**config.mk**
```make
export PLATFORM = sky130hd
export DESIGN_NAME = pfcb_ctrl
export DESIGN_NICKNAME = d
export VERILOG_FILES = /design/src/rtl/core/pfcb_pkg.sv /design/src/rtl/core/pfcb_ctrl.sv
export SDC_FILE = /design/constraint.sdc
export NUM_CORES = 1
export LEC_CHECK = 0
export ABC_AREA = 1
export BUFFER_PORTS_ARGS = -buffer_cell sky130_fd_sc_hd__buf_2
export CAP_MARGIN = 20
export CORE_AREA = 3 3 40 42
export DETAILED_ROUTE_END_ITERATION = 7
export DIE_AREA = 0 0 43 45
export PLACE_DENSITY = 0.46
export SYNTH_ARGS = -nofsm -noshare
export SYNTH_HDL_FRONTEND = slang
export SYNTH_SLANG_ARGS = --single-unit
```
**constraint.sdc**
```tcl
create_clock -name clk -period 1.3 [get_ports clk]
set_input_delay 0.065 -clock clk [delete_from_list [all_inputs] [get_ports clk]]
set_output_delay 0.065 -clock clk [all_outputs]
set_load 0.01 [all_outputs]
```
**src/rtl/core/pfcb_pkg.sv**
```systemverilog
// ----------------------------------------------------------------------------
// pfcb_pkg
// Shared types and constants of the page framebuffer column blitter: command
// codes, input word layout and the controller/datapath interface structs.
// ----------------------------------------------------------------------------
package pfcb_pkg;

  // Command codes carried in the low bits of the input word.
  localparam logic [1:0] CMD_DRAW  = 2'd0;
  localparam logic [1:0] CMD_CLEAR = 2'd1;
  localparam logic [1:0] CMD_READ  = 2'd2;

  // Input word layout, lowest field first.
  localparam int CMD_LSB  = 0;
  localparam int X_LSB    = 2;
  localparam int Y_LSB    = 9;
  localparam int BITS_LSB = 15;
  localparam int IN_W     = 24;

  // Commands from the controller to the datapath.
  typedef struct packed {
    logic load_item;   // capture the accepted input word
    logic clr_wr;      // write zero at the clear counter, advance it
    logic draw_rd0;    // read the upper page byte
    logic draw_wr0;    // write the merged upper page byte
    logic draw_rd1;    // read the lower (spill) page byte
    logic draw_wr1;    // write the merged lower page byte
    logic rd_issue;    // read the byte at the read pointer
    logic rd_load;     // move read data to the output register
  } ctrl_cmd_t;

  // Status from the datapath to the controller.
  typedef struct packed {
    logic clr_last;    // clear counter is at the final byte
    logic spill;       // the shifted bitmap reaches the next page
    logic out_free;    // output register can take a word this cycle
  } dp_sts_t;

endpackage

```
**src/rtl/core/pfcb_ctrl.sv**
```systemverilog
// ----------------------------------------------------------------------------
// pfcb_ctrl
// Controller state machine: sequences draw read-modify-write, byte reads and
// the clearing sweep over the frame store.
// ----------------------------------------------------------------------------
module pfcb_ctrl (
  input  logic                clk,
  input  logic                rst_n,
  input  logic                in_valid,
  input  logic [1:0]          in_cmd,
  output logic                in_ready,
  output pfcb_pkg::ctrl_cmd_t cmd,
  input  pfcb_pkg::dp_sts_t   sts
);
  import pfcb_pkg::*;

  localparam logic [2:0] S_IDLE     = 3'd0;
  localparam logic [2:0] S_CLEAR    = 3'd1;
  localparam logic [2:0] S_DRAW_RD  = 3'd2;
  localparam logic [2:0] S_DRAW_WR0 = 3'd3;
  localparam logic [2:0] S_DRAW_WR1 = 3'd4;
  localparam logic [2:0] S_READ_RD  = 3'd5;
  localparam logic [2:0] S_READ_OUT = 3'd6;

  logic [2:0] state_r;
  logic [2:0] state_nxt;

  // Next state and command decode.
  always_comb begin
    state_nxt = state_r;
    cmd       = '0;
    in_ready  = 1'b0;
    case (state_r)
      S_IDLE: begin
        in_ready = 1'b1;
        if (in_valid) begin
          cmd.load_item = 1'b1;
          case (in_cmd)
            CMD_DRAW:  state_nxt = S_DRAW_RD;
            CMD_CLEAR: state_nxt = S_CLEAR;
            CMD_READ:  state_nxt = S_READ_RD;
            default:   state_nxt = S_IDLE;
          endcase
        end
      end
      S_CLEAR: begin
        cmd.clr_wr = 1'b1;
        if (sts.clr_last) begin
          state_nxt = S_IDLE;
        end
      end
      S_DRAW_RD: begin
        cmd.draw_rd0 = 1'b1;
        state_nxt    = S_DRAW_WR0;
      end
      S_DRAW_WR0: begin
        cmd.draw_wr0 = 1'b1;
        if (sts.spill) begin
          cmd.draw_rd1 = 1'b1;
          state_nxt    = S_DRAW_WR1;
        end else begin
          state_nxt = S_IDLE;
        end
      end
      S_DRAW_WR1: begin
        cmd.draw_wr1 = 1'b1;
        state_nxt    = S_IDLE;
      end
      S_READ_RD: begin
        cmd.rd_issue = 1'b1;
        state_nxt    = S_READ_OUT;
      end
      S_READ_OUT: begin
        if (sts.out_free) begin
          cmd.rd_load = 1'b1;
          state_nxt   = S_IDLE;
        end
      end
      default: begin
        state_nxt = S_IDLE;
      end
    endcase
  end

  // State register; reset starts with the clearing sweep.
  always_ff @(posedge clk) begin
    if (!rst_n) begin
      state_r <= S_CLEAR;
    end else begin
      state_r <= state_nxt;
    end
  end

`ifndef SYNTHESIS
  // Only one source drives the memory write port at a time.
  a_one_writer: assert property (@(posedge clk) disable iff (!rst_n)
    $onehot0({cmd.clr_wr, cmd.draw_wr0, cmd.draw_wr1}))
    else $error("pfcb_ctrl: more than one write source");

  // The spill write always directly follows the upper page write.
  a_spill_order: assert property (@(posedge clk) disable iff (!rst_n)
    cmd.draw_wr1 |-> $past(cmd.draw_wr0) && $past(sts.spill))
    else $error("pfcb_ctrl: spill write out of order");

  // No new item is taken while an issued memory read is still pending.
  a_load_after_read: assert property (@(posedge clk) disable iff (!rst_n)
    cmd.rd_issue |=> !cmd.load_item && !in_ready)
    else $error("pfcb_ctrl: item taken while a read is pending");
`endif

endmodule

```
==> results of run 1 <==
==> final cells by class <==
cell class	instances	area, sq um	area share [%]
inverters	14	52.6	12.6
well taps	15	18.8	4.50
clock buffers	4	26.3	6.31
flip-flops and latches	3	60.1	14.4
multi-input cells	31	179	42.9
repair buffers	16	80.1	19.2
==> cells by family (layout without fill, tap and decap cells) <==
kind of cell,Yosys count,in the layout
AO/OA/AOI/OAI,3,3
AND/OR/NAND/NOR,26,26
adder cells (fa/ha/maj),2,2
buffers and inverters,15,34
flip-flops,3,3
==> worst reg2reg max path: stages, from the launching register on <==
cell and delay [ps]:
dfxtp_1 510, inv_2 110, nand3_1 100, nand3_1 70
a21oi_1 150, nor2_1 60
==> report_power, final <==
| group | internal, mW | leakage, nW | switching, mW |
|---|---|---|---|
| logic | 0.0416 | 0.235 | 0.0600 |
| clock network | 0.115 | 0.0150 | 0.0533 |
| registers | 0.0982 | 0.0246 | 0.00963 |
| total | 0.255 | 0.275 | 0.123 |
==> cells in the final DEF (no fill, tap or decap), types with 3 or more instances in the layout <==
| cell | n |
|---|---|
| inv_2 | 5 |
| buf_2 | 16 |
| clkbuf_4 | 3 |
| inv_1 | 9 |
| dfxtp_1 | 3 |
| nor3_1 | 3 |
| nand2_1 | 6 |
| nand3_1 | 4 |
| nor2_1 | 5 |
==> layer usage <==
layer	wire, microns	track usage, %
met2	362	15.9
met3	54	3.98
met5	0	0
met4	0	1.81
met1	323	10.3
==> worst min-delay path by stage <==
| stage | start | to | slack, ps | cells past startpoint |
|---|---|---|---|---|
| 6_report | rst_n | state_r[0]$_SDFFE_PN1P_ | 30 | 2 |
| 2_1_floorplan | rst_n | state_r[0]$_SDFFE_PN1P_ | 150 | 1 |
| 3_5_place_dp | rst_n | state_r[0]$_SDFFE_PN1P_ | 270 | 2 |
| 3_3_place_gp | rst_n | state_r[0]$_SDFFE_PN1P_ | 270 | 2 |
| 5_1_grt | rst_n | state_r[0]$_SDFFE_PN1P_ | 40 | 2 |
| 4_1_cts | rst_n | state_r[0]$_SDFFE_PN1P_ | 30 | 2 |
==> metrics by stage <==
stage	setup slack, ps	util [%]	hold WS, ps	std cells	instance area (sq um)
global route	11.6	32.4	41.9	83	417
detailed placement	185	30.4	273	79	390
CTS	86.1	32.4	30.5	83	417
floorplan	326	-	149	49	297
finish	97.6	32.4	34.7	83	417
global placement	168	30.4	273	79	390
==> results.toml, run 1 <==
[run_status]
run_status = "complete, no violations"

[detailed_routing]
viasPerCell = 4.17
route.detailed.wl_per_inst_microns = 8.92
wl_microns = 740
ant_nets = 0
first_pass_iters = 4
drc = 0
drt_iter0_drc = 3
num_vias = 346

[synthesis]
yosys.area_share.simple_pct = 46.8
synthCells = 49
synth-seq-area-share_pct = 20.3
avgSynthCellArea_sq_um = 6.05
synth-xor-area-share_pct = 0
synth_compound_gate_area_share_pct = 5.06
ys_warn_count = 0
synth_top_family_by_area = "simple AND/OR/NAND/NOR gates"
synth_top_cell_by_area = "dfxtp_1"
synth_fa_ha_area_share_pct = 8.44
synth_edf_count = 0
syn-num-nets = 59
synth_mux_area_share_pct = 0
syn_area_sq_um = 297
synthTopCellsByArea = "dfxtp_1 20%, inv_1 11%, ha_1 8.4%"
synthDistinctLibCells = 16
yosysMostFrequentCell = "inv_1"
synth-seq-cells = 3
ys.flop_type = "dfxtp_1"
netlist_top_cells_count = "9 x inv_1, 6 x nand2_1, 5 x inv_2, 5 x nor2_1, 4 x nand3_1"
synth-async-reset-ratio_pct = 0
yosysTopAreaCellShare_pct = 20.3

[power_and_ir_drop]
power.total_mw = 0.378
p_leak_nw = 0.275
p_per_area_nw_per_um2 = 908
vdd_drop_max_mv = 0.524

[timing]
rsz0062_at_grt = "no"
hold_violations = 0
setup_viol = 0
tightest_slew_ps = 333
max_freq_ghz = 0.832
slew_violations = 0
finalCritPeriodShare_pct = 92.5
finalCriticalPeriod_ps = 1200
fin_skew_ps = 2.16
maxSlewHeadroom_pct = 77.8
finalSetupTns_ps = 0

[floorplan]
dieArea_sq_um = 1940
initial_utilization_pct = 23.1
die_y_microns = 45
num_rows = 13
fp.coreArea_sq_um = 1280
ioPinCount = 17
dieWidth_microns = 43

[grt]
grt_pass1_wl_microns = 1340
grt_max_degree = 9
grt_pass1_vias = 341
overflow = 0
antenna_found_initial = 0
grt_use_total_pct = 9.05

[cts]
cts_setup_buffers = 0
cts_made_buffers = 3
cts_tree = "done"
clock-sinks = 3
cts-hold-fix-buffers = 0
root_buffer = "clkbuf_4"
cts_htree_levels = 1
cts_resized = 0
cts.path.max_buffers = 2
clkTransAtPathRegs_ps = 40
insertion_delay_ps = 230

[cells_and_area]
reg_top3 = "state_r (3)"
drive_gt1_share_pct = 45.6
fillers = 155
synthToLayoutAreaGrowth_pct = 40.5
antenna_cells = 0
largest_reg_flops = 3
nets = 79
regMostFlops = "state_r"

[critical_path]
reg2regPathDepth = 5
endpoint_kind = "primary output"
r2r_start = "state_r[1]$_SDFFE_PN0P_"
cp_top_family = "flip-flops"
crit_chain = "inv_2, nor3_1, buf_2"
start_kind = "flip-flop"
reg2reg_to = "state_r[2]$_SDFFE_PN0P_"
cp.arrival_ps = 1140
max_stage_delay_ps = 510
r2r_setup_slack_ps = 200
crit_fanout = 8
crit_buf_inv = 2
endpoint = "cmd[4]"
critical_path_class = "flip-flop to primary output"
cp.required_ps = 1240
cp-startpoint = "state_r[1]$_SDFFE_PN0P_"
crit_slowest_cell = "dfxtp_1"
path_depth = 3

[place]
place_congestion = 0.755
dpl.hpwl_microns = 612
port_buffers = 16

[hold_path]
hold_path_class = "primary input to flip-flop"

[run]
drv_cap = 0
No activity file was read; power rests on OpenSTA's default activity.
==> inputs of run 2 (changes only) <==
CTS_BUF_LIST = sky130_fd_sc_hd__clkbuf_2   (was unset)
RECOVER_POWER = 100   (was unset)
==> run 2 against run 1 <==
- cell count did not move
- die area unchanged
- sequential power barely moved
- critical path depth unchanged
- total power fell by 12%
- sequential cell count did not move
- non-clock buffer count unchanged
- wire length down 5.1%
==> results.toml, run 2 (synthesis results as in run 1) <==
[critical_path]
start_kind = "flip-flop"
cp.arrival_ps = 1120
critical_path_class = "flip-flop to primary output"
endpoint_kind = "primary output"
cp.required_ps = 1240
r2r_setup_slack_ps = 160
crit_fanout = 8

[cells_and_area]
synthToLayoutAreaGrowth_pct = 33.8
largest_reg_flops = 3
antenna_cells = 0
final_common_cell = "buf_2"
drive_gt1_share_pct = 35.3
regMostFlops = "state_r"
nets = 79
final_cell_mix = "10 x buf_2, 9 x inv_1, 8 x nand2_1"
reg_top3 = "state_r (3)"

[timing]
hold_violations = 0
setup_viol = 0
maxSlewHeadroom_pct = 77.8
finalSetupTns_ps = 0
max_freq_ghz = 0.846
tightest_slew_ps = 332
rsz0062_at_grt = "no"
fin_skew_ps = 5.15
finalCriticalPeriod_ps = 1180
slew_violations = 0
finalCritPeriodShare_pct = 90.9

[grt]
grt_pass1_wl_microns = 1260
grt_pass1_vias = 327
grt_max_degree = 9
overflow = 0
antenna_found_initial = 0
grt_use_total_pct = 8.40

[cts]
cts_htree_levels = 1
cts-hold-fix-buffers = 0
cts_tree = "done"
insertion_delay_ps = 200
cts_resized = 0
root_buffer = "clkbuf_2"
clock-sinks = 3
cts_setup_buffers = 0
cts.path.max_buffers = 2
cts_made_buffers = 3
clkTransAtPathRegs_ps = 50

[detailed_routing]
drt_iter0_drc = 3
route.detailed.wl_per_inst_microns = 8.46
first_pass_iters = 2
num_vias = 345
viasPerCell = 4.16
wl_microns = 702
drc = 0
ant_nets = 0

[floorplan]
dieArea_sq_um = 1940
initial_utilization_pct = 23.1
dieWidth_microns = 43
die_y_microns = 45
ioPinCount = 17
fp.coreArea_sq_um = 1280
num_rows = 13

[run_status]
run_status = "complete, no violations"

[place]
dpl.hpwl_microns = 612
place_congestion = 0.755
port_buffers = 16

[hold_path]
hold_path_class = "primary input to flip-flop"

[run]
drv_cap = 0

[power_and_ir_drop]
power.total_mw = 0.334
p_leak_nw = 0.256
vdd_drop_max_mv = 0.470
p_per_area_nw_per_um2 = 842
[run 2: power breakdown]
part / switching [mW] / internal [mW]
registers: 0.00973 / 0.0981
clock network: 0.0486 / 0.0813
logic: 0.0574 / 0.0388
total: 0.116 / 0.218
[run 2: final cells by class]
class	count	area [sq um]
Inverter	14	52.6
Timing Repair Buffer	16	73.8
Multi-Input combinational cell	31	171
Sequential cell	3	60.1
Tap cell	15	18.8
Fill cell	155	888
Clock buffer	4	20.0
[run 2: worst max-delay path: stages (launching register included)]
cell	delay, ps
dfxtp_1	510
nand4_1	180
inv_1	80
clkbuf_1	150
[run 2: per-layer routing]
metal	up-vias	routed length, microns	global-route usage (%)
met4	0	0	1.81
li1	186	-	-
met1	151	328	10.3
met5	-	0	0
met2	8	328	13.5
met3	0	45	3.98
[run 2: path summary, 6_finish.rpt]
check	to	cells after the start	startpoint
max reg2reg	state_r[0]$_SDFFE_PN1P_	5	state_r[1]$_SDFFE_PN0P_
min reg2reg	state_r[0]$_SDFFE_PN1P_	3	state_r[2]$_SDFFE_PN0P_
min	state_r[0]$_SDFFE_PN1P_	2	rst_n
max	cmd[3]	3	state_r[1]$_SDFFE_PN0P_
[run 2: stage by stage]
step                      area [sq um]  utilization (%)  hold slack, ps  setup WS (ps)  cells
after floorplan                    297                -             149            326     49
after global placement             390             30.4             273            168     79
after detailed placement           390             30.4             273            185     79
after CTS                          410             31.9            54.2            107     83
after global routing               397             30.9            60.6           18.3     83
final                              397             30.9            63.2            118     83
==> inputs of run 3 (changes only) <==
PLACE_DENSITY = 0.54   (was 0.46)
==> run 3 against run 2 <==
- wire length is 9.5% higher
- clock-buffer cell count did not move
- utilization shrank 0.29 points
- critical path depth unchanged
- clock skew grew 4.0 ps
- sequential power about the same
- total power increased by 2.5%
- via count shrank 3.2%
- die area unchanged
- clock power increased by 5%
- maximum frequency is 3.2% lower
- largest cell class unchanged
- largest power group unchanged
==> results.toml, run 3 (synthesis results as in run 1) <==
[cts]
cts_setup_buffers = 0
cts_htree_levels = 1
cts_tree = "done"
cts_resized = 0
insertion_delay_ps = 220
cts-hold-fix-buffers = 0
clkTransAtPathRegs_ps = 50
root_buffer = "clkbuf_2"
cts.path.max_buffers = 2
cts_made_buffers = 3
clock-sinks = 3

[power_and_ir_drop]
switching_share_pct = 36.4
p_leak_nw = 0.250
p_switching_mw = 0.124
power.total_mw = 0.342
vdd_drop_max_mv = 0.421
seqPwrFrac_pct = 31.4
power_frac_comb_pct = 28.5
p_per_area_nw_per_um2 = 871
p_int_mw = 0.218
p_clk_share_pct = 40.1

[timing]
setup_viol = 0
slew_violations = 0
finalCriticalPeriod_ps = 1220
maxSlewHeadroom_pct = 78.2
tightest_slew_ps = 327
hold_violations = 0
finalCritPeriodShare_pct = 93.9
holdWs_ps = 44.2
fin_skew_ps = 9.19
rsz0062_at_grt = "no"
max_freq_ghz = 0.819
finalSetupTns_ps = 0

[floorplan]
die_y_microns = 45
ioPinCount = 17
dieWidth_microns = 43
num_rows = 13
initial_utilization_pct = 23.1
fp.coreArea_sq_um = 1280
dieArea_sq_um = 1940

[detailed_routing]
first_pass_iters = 2
viasPerCell = 4.02
drc = 0
num_vias = 334
route.detailed.wl_per_inst_microns = 9.27
ant_nets = 0
drt_iter0_drc = 1
wl_microns = 769

[grt]
antenna_found_initial = 0
grt_max_degree = 9
grt_pass1_vias = 303
overflow = 0
grt_pass1_wl_microns = 1200
grt_use_total_pct = 8.91

[place]
dpl.hpwl_microns = 633
port_buffers = 16
place_congestion = 0.682

[critical_path]
endpoint_kind = "primary output"
r2r_start = "state_r[1]$_SDFFE_PN0P_"
critical_path_class = "flip-flop to primary output"
max_stage_delay_ps = 500
cp.required_ps = 1240
crit_fanout = 8
cp-startpoint = "state_r[1]$_SDFFE_PN0P_"
crit_chain = "inv_2, nor3_1, buf_2"
crit_buf_inv = 2
cp_top_family = "flip-flops"
cp.arrival_ps = 1160
crit_slowest_cell = "dfxtp_1"
start_kind = "flip-flop"

[cells_and_area]
regMostFlops = "state_r"
nets = 79
largest_reg_flops = 3
fillers = 159
drive_gt1_share_pct = 33.8
utilization_pct = 30.6
antenna_cells = 0
synthToLayoutAreaGrowth_pct = 32.5
reg_top3 = "state_r (3)"
final_common_cell = "buf_2"
final_cell_mix = "10 x buf_2, 9 x inv_1, 7 x nand2_1"

[hold_path]
hold_path_class = "primary input to flip-flop"
holdCritStartpoint = "rst_n"

[run]
drv_cap = 0

[run_status]
run_status = "complete, no violations"
## run 3: cell type report
cell class,count,area (sq um),area share [%]
multi-input cells,31,169,43.0
repair buffers,16,72.6,18.5
flip-flops and latches,3,60.1,15.3
inverters,14,52.6,13.4
clock buffers,4,20.0,5.10
well taps,15,18.8,4.78
## run 3: power groups by stage
stage | combinational [mW] | clock (mW) | sequential [mW]
after global placement | 0.103 | 0 | 0.109
after floorplan | 0.0721 | 0 | 0.105
final | 0.0975 | 0.137 | 0.107
after global routing | 0.112 | 0.147 | 0.109
after CTS | 0.104 | 0.141 | 0.107
after detailed placement | 0.103 | 0 | 0.109
## run 3: per-layer routing
layer  vias to the layer above  GRT usage [%]  share of wire [%]
met4                         0           7.23                1.2
met3                         2           3.98                7.4
met1                       136           8.67                 43
met2                        11           14.7                 48
met5                         -              0                  0
li1                        185              -                  -
## run 3: path summary, 6_finish.rpt
path                                                end  slack, ps  cells past startpoint
worst max-delay path                             cmd[4]         80                      3
worst min-delay path            state_r[0]$_SDFFE_PN1P_         40                      2
worst max register to register  state_r[0]$_SDFFE_PN1P_        150                      5
worst min register to register  state_r[0]$_SDFFE_PN1P_        710                      3
## run 3: stage by stage
stage,worst slack (ps),instances,cell area (sq um)
final,79.1,83,393
after global routing,13.9,83,393
after CTS,65.8,83,410
after detailed placement,183,79,390
after global placement,199,79,390
after floorplan,326,49,297
